[src/rtl/core/ehb_pkg.sv]
// ----------------------------------------------------------------------------
// ehb_pkg
// shared widths, constants and the per-byte hash update of the elf hash block
// ----------------------------------------------------------------------------
package ehb_pkg;

  localparam int unsigned HashW      = 28;
  localparam int unsigned ByteW      = 8;
  localparam int unsigned BucketBits = 20;
  localparam int unsigned CountW     = 21;
  localparam int unsigned RemW       = BucketBits;
  localparam int unsigned QueueDepth = 4;
  localparam int unsigned QueuePtrW  = $clog2(QueueDepth);
  localparam int unsigned QueueCntW  = $clog2(QueueDepth + 1);
  localparam int unsigned StepW      = $clog2(HashW);

  localparam logic [CountW-1:0] CountReset = CountW'(1024);
  localparam logic [CountW-1:0] DivLimit   = CountW'(1) << BucketBits;
  localparam logic [StepW-1:0]  LastStep   = StepW'(HashW - 1);

  typedef logic [HashW-1:0] hash_t;

  // one word handed from the front to the back through the queue
  typedef struct packed {
    logic  valid;
    hash_t hash;
  } key_word_t;

  // shift in one byte, fold the top nibble back in at bits 4..7, drop it
  function automatic hash_t hash_update(hash_t h, logic [ByteW-1:0] c);
    logic [31:0] t;
    logic [3:0]  top;
    t      = {h, 4'b0000} + {24'b0, c};
    top    = t[31:28];
    t[7:4] = t[7:4] ^ top;
    return t[HashW-1:0];
  endfunction

endpackage

[src/rtl/core/ehb_front.sv]
// ----------------------------------------------------------------------------
// ehb_front
// takes key bytes, keeps the running hash, hands finished hashes to the queue
// ----------------------------------------------------------------------------
module ehb_front (
  input  logic                        clk_i,
  input  logic                        rst_ni,
  input  logic                        push,
  output logic                        full,
  input  logic [ehb_pkg::ByteW-1:0]   char_byte_i,
  input  logic                        q_full_i,
  output ehb_pkg::key_word_t          q_word_o
);

  ehb_pkg::hash_t run_q, run_d;
  logic           accept;
  logic           term;

  assign full   = q_full_i;
  assign accept = push && !q_full_i;
  assign term   = (char_byte_i == '0);

  assign q_word_o.valid = accept && term;
  assign q_word_o.hash  = run_q;

  always_comb begin
    run_d = run_q;
    if (accept) begin
      run_d = term ? '0 : ehb_pkg::hash_update(run_q, char_byte_i);
    end
  end

  always_ff @(posedge clk_i or negedge rst_ni) begin
    if (!rst_ni) begin
      run_q <= '0;
    end else begin
      run_q <= run_d;
    end
  end

endmodule

[src/rtl/core/ehb_queue.sv]
// ----------------------------------------------------------------------------
// ehb_queue
// short queue of finished hashes between the front and the divider
// ----------------------------------------------------------------------------
module ehb_queue (
  input  logic                 clk_i,
  input  logic                 rst_ni,
  input  ehb_pkg::key_word_t   wr_word_i,
  output logic                 full_o,
  input  logic                 rd_i,
  output logic                 empty_o,
  output ehb_pkg::hash_t       rd_data_o
);

  ehb_pkg::hash_t                  mem_q [ehb_pkg::QueueDepth];
  logic [ehb_pkg::QueuePtrW-1:0]   wr_ptr_q, rd_ptr_q;
  logic [ehb_pkg::QueueCntW-1:0]   cnt_q;
  logic                            do_wr, do_rd;

  assign full_o    = (cnt_q == ehb_pkg::QueueCntW'(ehb_pkg::QueueDepth));
  assign empty_o   = (cnt_q == '0);
  assign do_wr     = wr_word_i.valid && !full_o;
  assign do_rd     = rd_i && !empty_o;
  assign rd_data_o = mem_q[rd_ptr_q];

  always_ff @(posedge clk_i) begin
    if (do_wr) begin
      mem_q[wr_ptr_q] <= wr_word_i.hash;
    end
  end

  always_ff @(posedge clk_i or negedge rst_ni) begin
    if (!rst_ni) begin
      wr_ptr_q <= '0;
      rd_ptr_q <= '0;
      cnt_q    <= '0;
    end else begin
      if (do_wr) begin
        wr_ptr_q <= wr_ptr_q + 1'b1;
      end
      if (do_rd) begin
        rd_ptr_q <= rd_ptr_q + 1'b1;
      end
      unique case ({do_wr, do_rd})
        2'b10:   cnt_q <= cnt_q + 1'b1;
        2'b01:   cnt_q <= cnt_q - 1'b1;
        default: cnt_q <= cnt_q;
      endcase
    end
  end

endmodule

[src/rtl/core/ehb_back.sv]
// ----------------------------------------------------------------------------
// ehb_back
// restoring divider, one quotient bit a cycle (the last step waits for a free result register), and the result register
// ----------------------------------------------------------------------------
module ehb_back (
  input  logic                           clk_i,
  input  logic                           rst_ni,
  input  logic [ehb_pkg::CountW-1:0]     bucket_count_i,
  input  logic                           q_empty_i,
  input  ehb_pkg::hash_t                 q_data_i,
  output logic                           q_rd_o,
  input  logic                           pop,
  output logic                           empty,
  output logic [ehb_pkg::BucketBits-1:0] bucket_index_o,
  output logic [ehb_pkg::HashW-1:0]      hash_value_o
);

  logic                           busy_q;
  logic [ehb_pkg::StepW-1:0]      step_q;
  ehb_pkg::hash_t                 dvd_q, hash_q;
  logic [ehb_pkg::RemW-1:0]       rem_q;
  logic [ehb_pkg::CountW-1:0]     div_q, div_eff;
  logic                           out_valid_q, out_valid_d;
  logic [ehb_pkg::BucketBits-1:0] out_idx_q;
  ehb_pkg::hash_t                 out_hash_q;

  logic [ehb_pkg::RemW:0]         rem_sh, rem_nx;
  logic                           last, out_free, advance, start, finish;

  // zero divides as one, anything above the table size saturates
  always_comb begin
    priority if (bucket_count_i == '0) begin
      div_eff = ehb_pkg::CountW'(1);
    end else if (bucket_count_i > ehb_pkg::DivLimit) begin
      div_eff = ehb_pkg::DivLimit;
    end else begin
      div_eff = bucket_count_i;
    end
  end

  assign rem_sh   = {rem_q, dvd_q[ehb_pkg::HashW-1]};
  assign rem_nx   = (rem_sh >= div_q) ? rem_sh - div_q : rem_sh;
  assign last     = (step_q == ehb_pkg::LastStep);
  assign out_free = !out_valid_q || pop;
  assign advance  = busy_q && (!last || out_free);
  assign finish   = advance && last;
  assign start    = !busy_q && !q_empty_i;
  assign q_rd_o   = start;

  assign empty          = !out_valid_q;
  assign bucket_index_o = out_idx_q;
  assign hash_value_o   = out_hash_q;

  always_comb begin
    out_valid_d = out_valid_q;
    if (finish) begin
      out_valid_d = 1'b1;
    end else if (out_valid_q && pop) begin
      out_valid_d = 1'b0;
    end
  end

  always_ff @(posedge clk_i) begin
    if (start) begin
      dvd_q  <= q_data_i;
      hash_q <= q_data_i;
      rem_q  <= '0;
      div_q  <= div_eff;
    end else if (advance) begin
      dvd_q <= {dvd_q[ehb_pkg::HashW-2:0], 1'b0};
      rem_q <= rem_nx[ehb_pkg::RemW-1:0];
    end
    if (finish) begin
      out_idx_q  <= rem_nx[ehb_pkg::BucketBits-1:0];
      out_hash_q <= hash_q;
    end
  end

  always_ff @(posedge clk_i or negedge rst_ni) begin
    if (!rst_ni) begin
      busy_q      <= 1'b0;
      step_q      <= '0;
      out_valid_q <= 1'b0;
    end else begin
      out_valid_q <= out_valid_d;
      if (start) begin
        busy_q <= 1'b1;
        step_q <= '0;
      end else if (advance) begin
        step_q <= step_q + 1'b1;
        if (last) begin
          busy_q <= 1'b0;
        end
      end
    end
  end

endmodule

[src/rtl/core/elf_string_hash_bucket_core.sv]
// path: a key byte is taken into the running hash; a terminator's result shows
//   after the queue write, the divider load and 28 divider steps
// throughput: one byte per cycle while the queue is not full; the bit-serial divider
//   takes a new key only when done with the last, with a 4-word queue in front of it
// reset: running hash cleared, queue and result empty, bucket count 1024
// ----------------------------------------------------------------------------
// elf_string_hash_bucket_core
// elf hash of a zero-terminated key and its bucket index
// ----------------------------------------------------------------------------
module elf_string_hash_bucket_core (
  input  logic                           clk_i,
  input  logic                           rst_ni,
  input  logic                           push,
  output logic                           full,
  input  logic [ehb_pkg::ByteW-1:0]      char_byte_i,
  output logic                           empty,
  input  logic                           pop,
  output logic [ehb_pkg::BucketBits-1:0] bucket_index_o,
  output logic [ehb_pkg::HashW-1:0]      hash_value_o,
  input  logic                           cfg_valid_i,
  output logic                           cfg_ready_o,
  input  logic [ehb_pkg::CountW-1:0]     cfg_data_i
);

  logic [ehb_pkg::CountW-1:0] count_q;
  ehb_pkg::key_word_t         q_word;
  logic                       q_full, q_empty, q_rd;
  ehb_pkg::hash_t             q_data;

  assign cfg_ready_o = 1'b1;

  always_ff @(posedge clk_i or negedge rst_ni) begin
    if (!rst_ni) begin
      count_q <= ehb_pkg::CountReset;
    end else if (cfg_valid_i && cfg_ready_o) begin
      count_q <= cfg_data_i;
    end
  end

  ehb_front u_front (
    .clk_i       (clk_i),
    .rst_ni      (rst_ni),
    .push        (push),
    .full        (full),
    .char_byte_i (char_byte_i),
    .q_full_i    (q_full),
    .q_word_o    (q_word)
  );

  ehb_queue u_queue (
    .clk_i     (clk_i),
    .rst_ni    (rst_ni),
    .wr_word_i (q_word),
    .full_o    (q_full),
    .rd_i      (q_rd),
    .empty_o   (q_empty),
    .rd_data_o (q_data)
  );

  ehb_back u_back (
    .clk_i          (clk_i),
    .rst_ni         (rst_ni),
    .bucket_count_i (count_q),
    .q_empty_i      (q_empty),
    .q_data_i       (q_data),
    .q_rd_o         (q_rd),
    .pop            (pop),
    .empty          (empty),
    .bucket_index_o (bucket_index_o),
    .hash_value_o   (hash_value_o)
  );

endmodule
[config.mk]
export PLATFORM = sky130hd
export DESIGN_NAME = elf_string_hash_bucket_core
export DESIGN_NICKNAME = d
export VERILOG_FILES = /design/src/rtl/core/ehb_pkg.sv /design/src/rtl/core/ehb_front.sv /design/src/rtl/core/ehb_queue.sv /design/src/rtl/core/ehb_back.sv /design/src/rtl/core/elf_string_hash_bucket_core.sv
export SDC_FILE = /design/constraint.sdc
export NUM_CORES = 1
export LEC_CHECK = 0
export BUFFER_PORTS_ARGS = -buffer_cell sky130_fd_sc_hd__buf_4
export CELL_PAD_IN_SITES_DETAIL_PLACEMENT = 0
export CELL_PAD_IN_SITES_GLOBAL_PLACEMENT = 1
export CORE_ASPECT_RATIO = 0.8
export CORE_MARGIN = 2
export CORE_UTILIZATION = 55
export CTS_CLUSTER_DIAMETER = 50
export DETAILED_ROUTE_END_ITERATION = 8
export GPL_TIMING_DRIVEN = 0
export PLACE_DENSITY_LB_ADDON = 0.12
export SLEW_MARGIN = 20
export SYNTH_ARGS = -nofsm -noshare
export SYNTH_HDL_FRONTEND = slang
export SYNTH_SLANG_ARGS = --single-unit
[constraint.sdc]
create_clock -name clk_i -period 8.2 [get_ports clk_i]
set_input_delay 0.41 -clock clk_i [delete_from_list [all_inputs] [get_ports clk_i]]
set_output_delay 0.41 -clock clk_i [all_outputs]
set_load 0.05 [all_outputs]
==> run metrics, run 1 <==
total routed wirelength 26630 um; antenna violations before repair 0; CP Capture Type flop; I/O pin total 85; Max Freq 282.3 MHz; sequential power share 42.8%; Setup-failing EPs final 0; placed cell area 14590 um^2; Clock Latency Late Sink 0.56 ns; Via density 5.546; Setup Fix Bufs, Post-CTS 0; Syn Area/Cell 14.49 um^2; Fin. Hold Viols 0; GRT overflow 0; WHS 0.07496 ns; DIE WIDTH 178.7 um; Gate power share 31.6%; synthesized area 13430 um^2; drt first pass iters 5; Clock Path Buffers 3; Root Driver clkbuf_16; CP bufs+invs 5; post-layout min period 3.543 ns; Worst Reg2Reg Path Length in Cells 10; DP Wirelength 18170 um; Levels on crit path 10; pin count of the biggest net entering global routing 64; switching part of the total 33.28%; Yosys top cell area share 53.00%; H-tree depth 1; vias in the first global route 7351; FF-to-FF setup slack 4.66 ns; period utilisation layout 43.21%; crit path capture u_queue.cnt_q[1]; Final TNS setup 0 ns; chip height 143.8 um; sequential area share after synthesis 67.73%; worst-margin pin slew 0.9388 ns; initial cell density of the core 55.53%; critical path class reg -> reg; Syn-to-layout area delta 16.85%; leading area contributor after synthesis edfxtp_1; max incr delay on CP 0.63 ns; WL/cell 19.11 um; RePlAce Congestion 0.8441; pwr dens 374.9 nW/um^2; Finished Cell Area 15690 um^2; Clock Skew 0.01654 ns; area of the core 24180 um^2; # rows 51; Slew Limit Headroom 36.75%; Hold WC Path Type in -> reg; layout cells sized above 1 20.56%; Synth area leaders edfxtp_1 (53%), dfrtp_1 (12%), mux4_2 (4.7%), nand2_1 (3.9%), dfxtp_1 (3.0%); IO Port Bufs 83; cells after synthesis 927; Clock power frac 25.6%; startpoint types flop; initial drt markers 687; CTS sink count 320; Final #Nets 1118; P_leak 5.981 nW; CP max stage cell nor3_1; CP max FO 35; Inserted Diodes 0; # fillers 1821; Post-route DRC 0; ANT nets after route 0; Crit path max-delay family buffers and inverters; register bit total from synthesis 320; most frequent cells in the layout edfxtp_1 (237), nand2_1 (140), buf_4 (85); Post-Layout Cell Count 1393; Worst EP required 8.68 ns; critical path cell sequence nor3_1 -> or2_2 -> clkbuf_1 -> clkinv_1 -> clkbuf_4 -> buf_12 -> ha_1 -> inv_1 -> fa_1 -> o21ai_0; Yosys cell types 63; outcome complete, no violations; total CTS buffers 31; critical path launch point u_queue.cnt_q[1]; CTS tree done; worst flop-to-flop path endpoint u_queue.cnt_q[1]; commonest non-fill, non-tap cell in the layout edfxtp_1; dominant synthesized flop cell edfxtp_1; worst vdd ir 0.1922 mV; internal power 3.925 mW; total track usage 21.38%; CTS clock-pin slew for the worst setup and hold paths 0.06 ns; RSZ-0062 raised after global routing false; area of the die 25690 um^2; routed vias 7725; Yosys warnings 0; ys async rst share 19.69%; EDFF count, synth 237; hold path depth 2; first-pass GRT wire length 41760 um; placed insts 1334; Max Cap Viol 0; final design utilization 64.88%; post-synth net total 995; Worst EP arrival 4.02 ns; Net Switching 1.958 mW; reg2reg start u_queue.cnt_q[1]; Max Slew Vio Count 0
[per-layer routing]
| metal | GRT usage (%) | share of wire, % | vias up |
|---|---|---|---|
| met4 | 4.365 | 1.3 | 0 |
| li1 | - | - | 3663 |
| met3 | 2.751 | 6.2 | 29 |
| met1 | 36.47 | 51 | 3822 |
| met5 | 0 | 0 | - |
| met2 | 29.06 | 41 | 211 |
[repair_timing]
item / in CTS / in global routing
resized for setup: 0 / 0
endpoints found under the setup margin: 0 / 0
hold buffers: 1 / 0
hold endpoints to repair: 7 / 0
[state kept, by name, indices dropped and copies added, names as in the netlist, 3 cells and up]
name / cells
u_back.rem_q: 20
u_queue.cnt_q: 3
u_back.div_q: 21
u_back.bucket_index_o: 20
u_front.run_q: 28
u_back.dvd_q: 28
u_back.hash_q: 28
u_back.hash_value_o: 28
count_q: 21
u_queue.mem_q: 112
u_back.step_q: 5
[through the flow]
step	setup WS, ns	power, mW
2_1_floorplan	4.419	3.850
3_3_place_gp	3.235	4.354
3_5_place_dp	4.592	4.387
4_1_cts	4.519	5.907
5_1_grt	4.465	6.224
6_report	4.657	5.883
[power by group through the flow]
stage	Sequential (mW)	Clock (mW)	Combinational, mW
after detailed placement	2.55	0	1.84
final	2.52	1.50	1.86
after global placement	2.54	0	1.81
after floorplan	2.46	0	1.39
after global routing	2.56	1.59	2.07
after CTS	2.52	1.53	1.86
[worst min-delay path by stage]
stage,from,end,slack [ns]
2_1_floorplan,rst_ni,count_q[0],0.11
3_3_place_gp,u_back.hash_q[23],u_back.hash_value_o[23],0.40
3_5_place_dp,u_back.hash_q[21],u_back.hash_value_o[21],0.40
4_1_cts,cfg_data_i[16],count_q[16],0.06
5_1_grt,cfg_data_i[5],count_q[5],0.05
6_report,cfg_data_i[5],count_q[5],0.07
[cell usage after synthesis, drive strengths merged (2+ instances only)]
cell      n
o41ai     2
a32oi     3
and2     15
dfxtp    20
nor3      5
buf       7
a21oi    18
a221oi    2
nor2     30
nand2   140
xnor2    29
a21o     10
edfxtp  237
a211oi    4
or4       3
o31ai     6
mux2i     2
clkbuf   25
mux4     28
nand3    12
dfrtp    62
o21bai    2
a31oi     4
nand2b    5
nor2b    12
and4      4
mux2     40
nand4    10
and3      7
o22ai     2
inv      39
o21a      4
xor2     24
ha       31
a21boi    2
fa        3
o21ai    41
a22o     17
nor4      6
[final cells by class]
type | count | area [um^2] | area share [%]
clock buffer | 40 | 819.5 | 5.223
timing repair buffer | 90 | 753.2 | 4.800
tap | 318 | 397.9 | 2.536
clock inverter | 18 | 275.3 | 1.754
inverter | 40 | 150.1 | 0.9569
sequential | 320 | 9095 | 57.96
multi-input combinational | 535 | 4065 | 25.91
buffer | 32 | 135.1 | 0.8612
[cells by family after synthesis]
group	after synthesis	synth area share, %
other cells	1	0.02792
compound gates	125	6.568
fa+ha+maj	34	3.336
mux	70	8.199
simple gates	252	8.590
xor+xnor	53	3.457
flops	320	67.73
buf+inv	72	2.096
Note: power is estimated with default switching activity, not from simulation.
==> run 2: changes to the inputs <==
Settings changed: CORE_UTILIZATION 55 to 51.
Clock period 8.2 ns to 3.6 ns, I/O delays scaled along.
==> run 2 against run 1 <==
Total power increased by 130%. Via count increased by 1.8%. Utilization down 3.7 points. Critical path depth shrank 3. Critical path type unchanged. Die area rose by 7.6%. First-iteration DRC count is 8.7% lower. Register-to-register slack got worse by 4.3 ns. Largest cell class unchanged. Sequential cell count did not move.
==> run metrics, run 2 (synthesis results as in run 1) <==
CTS sink count 320; Worst EP arrival 3.34 ns; Finished Cell Area 15960 um^2; Clock Latency Late Sink 0.50 ns; outcome complete, no violations; H-tree depth 2; Max Freq 312.3 MHz; IO Port Bufs 83; CP max FO 28; first-pass GRT wire length 43200 um; Setup-failing EPs final 0; RePlAce Congestion 0.8084; Max Cap Viol 0; Root Driver clkbuf_16; highest metal used met4; antenna violations before repair 0; critical path class reg -> reg; most frequent cells in the layout edfxtp_1 (237), nand2_1 (140), buf_4 (85); total routed wirelength 27230 um; Final TNS setup 0 ns; Worst EP required 3.74 ns; ANT nets after route 0; area of the die 27650 um^2; I/O pin total 85; period utilisation layout 88.95%; final design utilization 61.23%; Fin. Hold Viols 0; switching part of the total 33.88%; pwr dens 832.1 nW/um^2; # rows 53; Net Switching 4.498 mW; startpoint types flop; internal power 8.780 mW; Clock Path Buffers 3; worst vdd ir 0.3863 mV; P_leak 6.076 nW; chip height 149.1 um; WL/cell 18.63 um; Post-route DRC 0; final total power 13.28 mW; Final #Nets 1148; M1 WL 13950 um; number of flip-flops in the largest register 112; initial cell density of the core 51.53%; DP Wirelength 18440 um; CP max stage cell clkbuf_1; pin count of the biggest net entering global routing 64; max incr delay on CP 0.52 ns; CP dominant cell by count clkbuf_1; Post-Layout Cell Count 1462; met2 WL 11200 um; routed vias 7862; layout cells sized above 1 20.18%; post-layout min period 3.202 ns; GRT overflow 0; Hold WC Path Type in -> reg; Routed met3 length 1614 um; critical path cell sequence nor3_2 -> or2_2 -> clkbuf_1 -> clkinv_1 -> nor2_1 -> clkbuf_1 -> inv_2; Clock power frac 24.6%; Syn-to-layout area delta 18.82%; CTS tree done; drt first pass iters 4; CTS clock-pin slew for the worst setup and hold paths 0.06 ns; Gate power share 32.1%; Biggest register u_queue.mem_q; initial drt markers 627; sequential power share 43.3%; Max Slew Vio Count 0; final worst slack 0.3978 ns; total CTS buffers 35; DIE WIDTH 185.4 um; Setup WS pre-CTS 0.1473 ns; total track usage 20.73%; commonest non-fill, non-tap cell in the layout edfxtp_1; placed cell area 14640 um^2; Inserted Diodes 0; area of the core 26060 um^2; vias in the first global route 7618; WHS 0.01904 ns; Clock Skew 0.01319 ns; worst-margin pin slew 0.9397 ns; Slew Limit Headroom 37.36%; CP Capture Type flop; placed insts 1373; RSZ-0062 raised after global routing false; Via density 5.378
run 2: cell types whose count changed in the layout (fill, tap and decap cells not counted), sizes merged:
cell and change:
inv +2, clkinv +7, dlygate4sd3 +26, bufinv -5
run 2: worst max-delay path, delay by kind of cell (launching register included):
family | cells | cell delay, ns
AND/OR/NAND/NOR | 3 | 0.81
buffers and inverters | 4 | 1.56
flip-flops | 1 | 0.42
run 2: metal layers:
metal  track usage (%)  vias to the layer above
met3             3.662                       40
li1                  -                     3735
met2             28.36                      203
met1             34.14                     3884
met5                 0                        -
met4             4.960                        0
run 2: timing repair:
item / 4_1_cts / 5_1_grt
endpoints found under the hold margin: 87 / 0
setup buffers: 0 / 0
endpoints found under the setup margin: 0 / 2
hold buffers: 27 / 0
resized for setup: 0 / 1
run 2: worst paths after layout:
path / startpoint / endpoint / slack [ns] / cells past startpoint
setup / recovery: u_queue.cnt_q[1] / u_back.dvd_q[14] / 0.40 / 7
hold / removal: pop / u_back.out_valid_q / 0.02 / 3
setup reg to reg: u_queue.cnt_q[1] / u_back.dvd_q[14] / 0.40 / 7
hold reg to reg: u_back.hash_q[6] / u_back.hash_value_o[6] / 0.41 / 0
max in group asynchronous: rst_ni / count_q[14] / 2.64 / 2
min in group asynchronous: rst_ni / u_back.busy_q / 0.34 / 2
run 2: power groups by stage:
stage | logic (mW) | clock network (mW) | registers (mW)
global route | 4.76 | 3.49 | 5.85
global placement | 4.16 | 0 | 5.78
CTS | 4.27 | 3.33 | 5.74
detailed placement | 4.21 | 0 | 5.81
finish | 4.27 | 3.26 | 5.75
floorplan | 3.18 | 0 | 5.59
run 2: area by class of cell:
cell class              count  area [um^2]
well taps                 357        446.7
repair buffers            116         1013
clock buffers              40        894.6
inverters                  40        150.1
plain buffers              32        135.1
clock inverters            22        151.4
flip-flops and latches    320         9095
multi-input cells         535         4070
fillers                  2036        10100
